[src/sv/bgc_pkg.sv]
package bgc_pkg;

    typedef struct packed {
        logic [7:0]      alpha;
        logic [2:0][7:0] ch;     // 0 red, 1 green, 2 blue
    } pix_t;

    localparam logic [1:0] CFG_GRAY     = 2'd0;
    localparam logic [1:0] CFG_BRIGHT   = 2'd1;
    localparam logic [1:0] CFG_CONTRAST = 2'd2;

    localparam logic [7:0]         PIX_MAX    = 8'd255;
    localparam logic signed [8:0]  UNITY      = 9'sd100;
    localparam logic signed [18:0] MID_OFFSET = 19'sd25500;

    // ceil(2^24/100) and ceil(2^25/200): exact floor division over the value ranges used
    localparam logic [17:0] RECIP_100 = 18'd167773;
    localparam int          SHIFT_100 = 24;
    localparam logic [17:0] RECIP_200 = 18'd167773;
    localparam int          SHIFT_200 = 25;

endpackage

[src/sv/bgc_gray.sv]
module bgc_gray
    import bgc_pkg::*;
(
    input  logic clk,
    input  logic rst_n,
    input  logic gray_en,
    input  logic in_valid,
    output logic in_ready,
    input  pix_t in_pix,
    output logic out_valid,
    input  logic out_ready,
    output pix_t out_pix
);

    logic        valid_reg;
    pix_t        pix_reg;
    pix_t        pix_next;
    logic [12:0] sum;

    assign in_ready = !valid_reg || out_ready;

    always_comb
    begin
        sum = {5'd0, in_pix.ch[0]} * 13'd11
            + {5'd0, in_pix.ch[1]} * 13'd16
            + {5'd0, in_pix.ch[2]} * 13'd5;
        pix_next = in_pix;
        if (gray_en)
        begin
            pix_next.ch[0] = sum[12:5];
            pix_next.ch[1] = sum[12:5];
            pix_next.ch[2] = sum[12:5];
            pix_next.alpha = PIX_MAX;
        end
    end

    always_ff @(posedge clk or negedge rst_n)
    begin
        if (!rst_n)
        begin
            valid_reg <= 1'b0;
        end
        else if (in_ready)
        begin
            valid_reg <= in_valid;
        end
    end

    always_ff @(posedge clk)
    begin
        if (in_valid && in_ready)
        begin
            pix_reg <= pix_next;
        end
    end

    assign out_valid = valid_reg;
    assign out_pix   = pix_reg;

endmodule

[src/sv/bgc_bright.sv]
module bgc_bright
    import bgc_pkg::*;
(
    input  logic       clk,
    input  logic       rst_n,
    input  logic [7:0] level,
    input  logic       in_valid,
    output logic       in_ready,
    input  pix_t       in_pix,
    output logic       out_valid,
    input  logic       out_ready,
    output pix_t       out_pix
);

    logic signed [8:0] factor;
    logic              factor_pos;
    logic [2:0][15:0]  prod_next;
    logic [2:0][15:0]  prod_reg;
    logic [7:0]        alpha_a_reg;
    logic              valid_a_reg;
    logic              ready_a;
    logic [2:0][33:0]  scaled;
    logic [2:0][9:0]   quot;
    pix_t              pix_next;
    pix_t              pix_reg;
    logic              valid_b_reg;

    // zero level gives factor 100, which leaves the channel unchanged
    assign factor     = $signed({level[7], level}) + UNITY;
    assign factor_pos = !factor[8] && (factor != 9'sd0);

    always_comb
    begin
        for (int i = 0; i < 3; i++)
        begin
            prod_next[i] = factor_pos ? {8'd0, in_pix.ch[i]} * {8'd0, factor[7:0]} : 16'd0;
        end
    end

    assign ready_a  = !valid_b_reg || out_ready;
    assign in_ready = !valid_a_reg || ready_a;

    always_comb
    begin
        pix_next.alpha = alpha_a_reg;
        for (int i = 0; i < 3; i++)
        begin
            scaled[i] = {18'd0, prod_reg[i]} * {16'd0, RECIP_100};
            quot[i]   = scaled[i][SHIFT_100 +: 10];
            pix_next.ch[i] = (quot[i] > {2'd0, PIX_MAX}) ? PIX_MAX : quot[i][7:0];
        end
    end

    always_ff @(posedge clk or negedge rst_n)
    begin
        if (!rst_n)
        begin
            valid_a_reg <= 1'b0;
            valid_b_reg <= 1'b0;
        end
        else
        begin
            if (in_ready)
            begin
                valid_a_reg <= in_valid;
            end
            if (ready_a)
            begin
                valid_b_reg <= valid_a_reg;
            end
        end
    end

    always_ff @(posedge clk)
    begin
        if (in_valid && in_ready)
        begin
            prod_reg    <= prod_next;
            alpha_a_reg <= in_pix.alpha;
        end
        if (valid_a_reg && ready_a)
        begin
            pix_reg <= pix_next;
        end
    end

    assign out_valid = valid_b_reg;
    assign out_pix   = pix_reg;

endmodule

[src/sv/bgc_contrast.sv]
module bgc_contrast
    import bgc_pkg::*;
(
    input  logic       clk,
    input  logic       rst_n,
    input  logic [7:0] level,
    input  logic       in_valid,
    output logic       in_ready,
    input  pix_t       in_pix,
    output logic       out_valid,
    input  logic       out_ready,
    output pix_t       out_pix
);

    logic signed [8:0]       factor;
    logic signed [18:0]      factor_x;
    logic [2:0][9:0]         ramp;
    logic signed [18:0]      num [3];
    logic [2:0][16:0]        num_next;
    logic [2:0][16:0]        num_reg;
    logic [7:0]              alpha_a_reg;
    logic                    valid_a_reg;
    logic                    ready_a;
    logic [2:0][34:0]        scaled;
    logic [2:0][9:0]         quot;
    pix_t                    pix_next;
    pix_t                    pix_reg;
    logic                    valid_b_reg;

    // zero level gives factor 100, and the ramp reduces to the identity
    assign factor   = $signed({level[7], level}) + UNITY;
    assign factor_x = 19'(factor);

    always_comb
    begin
        for (int i = 0; i < 3; i++)
        begin
            ramp[i]     = {1'b0, in_pix.ch[i], 1'b0} - 10'd255;
            num[i]      = 19'($signed(ramp[i])) * factor_x + MID_OFFSET;
            num_next[i] = (num[i] <= 19'sd0) ? 17'd0 : num[i][16:0];
        end
    end

    assign ready_a  = !valid_b_reg || out_ready;
    assign in_ready = !valid_a_reg || ready_a;

    always_comb
    begin
        pix_next.alpha = alpha_a_reg;
        for (int i = 0; i < 3; i++)
        begin
            scaled[i] = {18'd0, num_reg[i]} * {17'd0, RECIP_200};
            quot[i]   = scaled[i][SHIFT_200 +: 10];
            pix_next.ch[i] = (quot[i] > {2'd0, PIX_MAX}) ? PIX_MAX : quot[i][7:0];
        end
    end

    always_ff @(posedge clk or negedge rst_n)
    begin
        if (!rst_n)
        begin
            valid_a_reg <= 1'b0;
            valid_b_reg <= 1'b0;
        end
        else
        begin
            if (in_ready)
            begin
                valid_a_reg <= in_valid;
            end
            if (ready_a)
            begin
                valid_b_reg <= valid_a_reg;
            end
        end
    end

    always_ff @(posedge clk)
    begin
        if (in_valid && in_ready)
        begin
            num_reg     <= num_next;
            alpha_a_reg <= in_pix.alpha;
        end
        if (valid_a_reg && ready_a)
        begin
            pix_reg <= pix_next;
        end
    end

    assign out_valid = valid_b_reg;
    assign out_pix   = pix_reg;

endmodule

[src/sv/pixel_gray_brightness_contrast.sv]
// Each accepted input beat passes through these registered stages in order
// (grayscale, brightness multiply, divide by 100, contrast multiply, divide by 200).
// Throughput: one pixel per cycle unless out_ready stalls; each stage holds one beat
// and advances when the stage after it is empty or taken.
// Reset (rst_n low, asynchronous) empties the pipeline and clears all three
// settings to zero, so pixels pass unchanged.
module pixel_gray_brightness_contrast
    import bgc_pkg::*;
(
    input  logic       clk,
    input  logic       rst_n,
    input  logic       cfg_we,
    input  logic [1:0] cfg_index,
    input  logic [7:0] cfg_data,
    input  logic       in_valid,
    output logic       in_ready,
    input  logic [7:0] red_in,
    input  logic [7:0] green_in,
    input  logic [7:0] blue_in,
    input  logic [7:0] alpha_in,
    output logic       out_valid,
    input  logic       out_ready,
    output logic [7:0] red_out,
    output logic [7:0] green_out,
    output logic [7:0] blue_out,
    output logic [7:0] alpha_out
);

    logic       gray_en_reg;
    logic [7:0] bright_reg;
    logic [7:0] contrast_reg;

    pix_t in_pix;
    pix_t gray_pix;
    pix_t bright_pix;
    pix_t final_pix;
    logic gray_valid;
    logic gray_ready;
    logic bright_valid;
    logic bright_ready;

    always_ff @(posedge clk or negedge rst_n)
    begin
        if (!rst_n)
        begin
            gray_en_reg  <= 1'b0;
            bright_reg   <= 8'd0;
            contrast_reg <= 8'd0;
        end
        else if (cfg_we)
        begin
            case (cfg_index)
                CFG_GRAY:     gray_en_reg  <= cfg_data[0];
                CFG_BRIGHT:   bright_reg   <= cfg_data;
                CFG_CONTRAST: contrast_reg <= cfg_data;
                default:      ;
            endcase
        end
    end

    assign in_pix.ch[0] = red_in;
    assign in_pix.ch[1] = green_in;
    assign in_pix.ch[2] = blue_in;
    assign in_pix.alpha = alpha_in;

    bgc_gray u_gray (
        .clk       (clk),
        .rst_n     (rst_n),
        .gray_en   (gray_en_reg),
        .in_valid  (in_valid),
        .in_ready  (in_ready),
        .in_pix    (in_pix),
        .out_valid (gray_valid),
        .out_ready (gray_ready),
        .out_pix   (gray_pix)
    );

    bgc_bright u_bright (
        .clk       (clk),
        .rst_n     (rst_n),
        .level     (bright_reg),
        .in_valid  (gray_valid),
        .in_ready  (gray_ready),
        .in_pix    (gray_pix),
        .out_valid (bright_valid),
        .out_ready (bright_ready),
        .out_pix   (bright_pix)
    );

    bgc_contrast u_contrast (
        .clk       (clk),
        .rst_n     (rst_n),
        .level     (contrast_reg),
        .in_valid  (bright_valid),
        .in_ready  (bright_ready),
        .in_pix    (bright_pix),
        .out_valid (out_valid),
        .out_ready (out_ready),
        .out_pix   (final_pix)
    );

    assign red_out   = final_pix.ch[0];
    assign green_out = final_pix.ch[1];
    assign blue_out  = final_pix.ch[2];
    assign alpha_out = final_pix.alpha;

endmodule

[config.mk]
export PLATFORM = sky130hd
export DESIGN_NAME = pixel_gray_brightness_contrast
export DESIGN_NICKNAME = d
export VERILOG_FILES = /design/src/sv/bgc_pkg.sv /design/src/sv/bgc_gray.sv /design/src/sv/bgc_bright.sv /design/src/sv/bgc_contrast.sv /design/src/sv/pixel_gray_brightness_contrast.sv
export SDC_FILE = /design/constraint.sdc
export NUM_CORES = 2
export LEC_CHECK = 0
export ABC_AREA = 1
export BUFFER_PORTS_ARGS = -buffer_cell sky130_fd_sc_hd__buf_2
export CAP_MARGIN = 10
export CORE_ASPECT_RATIO = 0.8
export CORE_UTILIZATION = 25
export DETAILED_ROUTE_END_ITERATION = 10
export GPL_TIMING_DRIVEN = 0
export SYNTH_ARGS = -nofsm -noshare
export SYNTH_HDL_FRONTEND = slang
export SYNTH_SLANG_ARGS = --single-unit
[constraint.sdc]
create_clock -name clk -period 13.3 [get_ports clk]
set_clock_uncertainty 0.1 [all_clocks]
set_input_delay 2.66 -clock clk [delete_from_list [all_inputs] [get_ports clk]]
set_output_delay 2.66 -clock clk [all_outputs]
set_load 0.05 [all_outputs]
After elaboration in Yosys (flattened, before gate mapping)
Index checks and enable logic that the tools add are counted.
- add/subtract/negate cells: 10
- $mul: 14
- magnitude comparators: 9
- eq/ne operators: 2
- muxes and demuxes: 1
- reductions and logical operators: 22
- operators with widths (operator ; number):
    $mul 17x18->35 const B ; 3
    $mul 16x18->34 const B ; 3
    $gt 10x8->1 const B ; 6
    $add 19x16->19 const B ; 3
    $le 19x1->1 const B ; 3
    $mul 10x9->19 ; 3
    $mul 8x8->16 ; 3
    $sub 9x8->10 const B ; 3
    $mux 24 ; 1
    $add 8x8->9 const B ; 2
    $add 12x12->13 ; 1
    $add 13x11->13 ; 1
    $mul 8x4->12 const B ; 1
    $mul 8x3->11 const B ; 1
    $reduce_bool 9->1 ; 1
    $logic_and 1x1->1 ; 6
    $logic_not 1->1 ; 6
    $reduce_and 2->1 ; 3
    $logic_or 1x1->1 ; 5
    $eq 2x1->1 const B ; 1
    $eq 2x2->1 const B ; 1
    $logic_not 2->1 ; 1
- register bits: 233
- input bits: 47

Logic depth before layout (Yosys ltp)
- word-level depth: 7
- depth in mapped cells: 35

Modules after synthesis
From an unflattened synthesis, not the netlist that was laid out.
- cell total of the unflattened synthesis: 7447
- area total of the unflattened synthesis: 61946.9 µm²
- modules (own cells, without submodules) (module ; times used ; cells an instance ; area each (µm²)):
    bgc_contrast ; 1 ; 3751 ; 31606.6
    bgc_bright ; 1 ; 3344 ; 26924.6
    bgc_gray ; 1 ; 274 ; 2688.8
    pixel_gray_brightness_contrast ; 1 ; 78 ; 726.9

Least setup slack after synthesis
Ideal clock, no wire load.
- path type: input port to output port
- from: in out_ready
- to: out in_ready
- arrival: 3.590 ns
- data required time: 10.540 ns
- setup slack: 6.950 ns
- cell stages on the path: 10
- cells stage by stage: nor2_1 inv_1 nor2_1 inv_1 nor2_1 inv_1 nor2_1 inv_1 nor2_1 inv_1
- word-level cells in the longest chain between the ends: 5
- ends and longest elaborated chain (item ; RTL line ; source):
    start, declared ; pixel_gray_brightness_contrast.sv:22 ; input logic out_ready,
    $logic_or 1x1->1 ; bgc_contrast.sv:44 ; assign ready_a = !valid_b_reg || out_ready;
    $logic_or 1x1->1 ; bgc_contrast.sv:45 ; assign in_ready = !valid_a_reg || ready_a;
    $logic_or 1x1->1 ; bgc_bright.sv:40 ; assign ready_a = !valid_b_reg || out_ready;
    $logic_or 1x1->1 ; bgc_bright.sv:41 ; assign in_ready = !valid_a_reg || ready_a;
    $logic_or 1x1->1 ; bgc_gray.sv:20 ; assign in_ready = !valid_reg || out_ready;
    end, declared ; pixel_gray_brightness_contrast.sv:16 ; output logic in_ready,
Every way passes these cells.

Worst setup path after layout
- from: reg contrast_reg[2]
- to: reg u_contrast.num_reg[46] (netlist name) (data pin)
- word-level cells in the longest chain between the ends: 4
- ends and longest elaborated chain (item ; RTL line ; source):
    start, declared ; pixel_gray_brightness_contrast.sv:31 ; logic [7:0] contrast_reg;
    start signal, assigned ; pixel_gray_brightness_contrast.sv:55 ; CFG_CONTRAST: contrast_reg <= cfg_data;
    $add 8x8->9 (*) ; bgc_contrast.sv:31 ; assign factor = $signed({level[7], level}) + UNITY;
    $mul 10x9->19 (*) ; bgc_contrast.sv:39 ; num[i] = 19'($signed(ramp[i])) * factor_x + MID_OFFSET;
    $add 19x16->19 (*) ; bgc_contrast.sv:39 ;
    $le 19x1->1 ; bgc_contrast.sv:40 ; num_next[i] = (num[i] <= 19'sd0) ? 17'd0 : num[i][16:0];
    end signal, assigned ; bgc_contrast.sv:82 ; num_reg <= num_next;
    end, declared ; bgc_contrast.sv:20 ; logic [2:0][16:0] num_reg;
Every way passes the cells marked *; elsewhere a longest branch is shown, timed or not.
A chain may end at the register's enable or synchronous reset.

==> metrics.csv <==
metric,value,unit
async_flop_share,9.442,%
grt_util_all_layers,12.12,%
die_h,442.9,µm
cp_common_cell,inv_1,
hp-start,u_bright.alpha_a_reg[7]$_DFFE_PP_,
dp_hpwl,127500,µm
yosysTopAreaCellShare,33.05,%
area_delta_synth_final,9.345,%
use_met2,18.14,%
timing.final.ws_setup,5902,ps
slew_headroom,36.91,%
routed_via_density,4.201,
crit_arrival,7650,ps
synth_top_flop_cell,edfxtp_1,
final_nets,9374,
final_util,27.55,%
cts.clk_slew.worst_paths,70,ps
antenna_found_initial,9,
post_cts_buffers,0,
htreeDepth,2,
avgSynthCellArea,8.554,µm²
grt_max_degree,54,
root_buffer,clkbuf_16,
rows,161,
cts_resized,0,
yosys_register_bits,233,
required,13550,ps
hold_buffers,0,
cts_buffer_depth,3,
status,completed,
period_share,55.62,%
drv_slew,0,
worst_pin_slew,946.4,ps
drv_cap,0,
synthDistinctLibCells,48,
postRouteAntennaNets,0,
initial_utilization,25.20,%
ys_seq_area_share,11.33,%
ys_top_cells_by_count,"inv_1, nand2_1, ha_1",
dieWidth,553.2,µm
place_ws,5902,ps
max_freq,135.2,MHz
wl_per_cell,13.93,µm
largest_reg_flops,51,
use_met1,18.31,%
clock-sinks,233,
cts_inserted_buffers,35,
fillers,25770,
timing.setup.tns,0,ps
synth.area.top_cells,"fa_1, ha_1, inv_1",
worst_r2r_startpoint,contrast_reg[2]$_DFFE_PN0P_,
drtIter0Drc,2357,
critical_path_class,reg -> reg,
cts_tree,built,
setup_violations,0,
use_met3,1.923,%
crit_path_max_fanout,12,
wl,145300,µm
fp.dieArea,0.2450,mm²
synth_most_common_cell,inv_1,
vias,43830,
synth_largest_area_cell,fa_1,
min_path_type,reg -> reg,
syn-cell-area,0.06076,mm²
gr-total-overflow,0,
ys.warnings.count,0,
start_kind,register,
synthCells,7103,
period_minus_slack,7398,ps
gp_congestion,0.8736,
busiest_layer,met1,
drive_above_1_share,3.268,%
core-area,0.2411,mm²
cpPeakStageDelay,770,ps
io_pins,81,
first_global_vias,44710,
crit_slowest_cell,clkbuf_1,
end_kind,register,
synth_fp_nets,9252,
hold_violations,0,
synth_edf_count,211,
rsz0062_at_grt,no,
drc,0,
portBuffers,80,
crit_path_start,contrast_reg[2]$_DFFE_PN0P_,
drtPass1Iterations,5,
grt_first_pass_wirelength,239400,µm
clk_latency,640,ps
## layer usage
layer  routed length [µm]  up-vias  share of wire [%]
met5                    0        -                  0
li1                     -    22080                  -
met2                59210      850                 41
met4                 2359        0                1.6
met1                75530    20790                 52
met3                 8175      113                5.6
## logic make-up after synthesis
group           Yosys count  synth area share [%]
simple gates           2154                 14.49
fa+ha+maj              2102                 55.68
compound gates          594                 5.614
buf+inv                1985                 12.37
flops                   233                 11.33
xor+xnor                 35                0.5169
## layout make-up
type,count,area (µm²),share of cell area (%)
diodes,2,5.005,0.007533
plain buffers,66,306.5,0.4614
clock buffers,40,924.6,1.392
clock inverters,24,239.0,0.3597
inverters,1919,7211,10.85
multi-input cells,4885,46380,69.81
flip-flops and latches,233,6887,10.37
well taps,3178,3976,5.985
repair buffers,85,508.0,0.7646
## stage by stage
stage               hold WS (ps)  area [µm²]  std cells
floorplan                  300.3       60760       7103
global placement           300.8       65140      10360
detailed placement         304.5       65270      10370
CTS                        314.9       66430      10430
global route               317.0       66430      10430
finish                     310.2       66440      10430
## critical path: cells and delay by family, from the launching register on
kind	cells	cell delay, ps
flops	1	520
buf+inv	8	1340
fa+ha+maj	7	3100
simple gates	13	2090
## layout by cell type, fill, tap and decap left out, types with 44 or more instances in the layout
master,n
fa_1,1003
inv_1,1912
nand3_1,209
edfxtp_1,211
buf_2,83
ha_1,1099
a21oi_1,273
nor2_1,537
o21ai_0,168
nand3b_1,44
nand2_1,1219
nor3_1,57
## worst paths after layout
kind                                                         to  depth (start not counted)  slack, ps
max                        u_contrast.num_reg[46]$_SDFFCE_PP0P_                         28       5900
min                              u_bright.out_pix[31]$_DFFE_PP_                          0        310
max reg2reg                u_contrast.num_reg[46]$_SDFFCE_PP0P_                         28       5900
min reg2reg                      u_bright.out_pix[31]$_DFFE_PP_                          0        310
max in group asynchronous           contrast_reg[0]$_DFFE_PN0P_                          1      10520
min in group asynchronous             bright_reg[2]$_DFFE_PN0P_                          1       2030
Power is not shown: default switching activity piles up to over one toggle a cycle in this logic, so the estimate is an artifact.
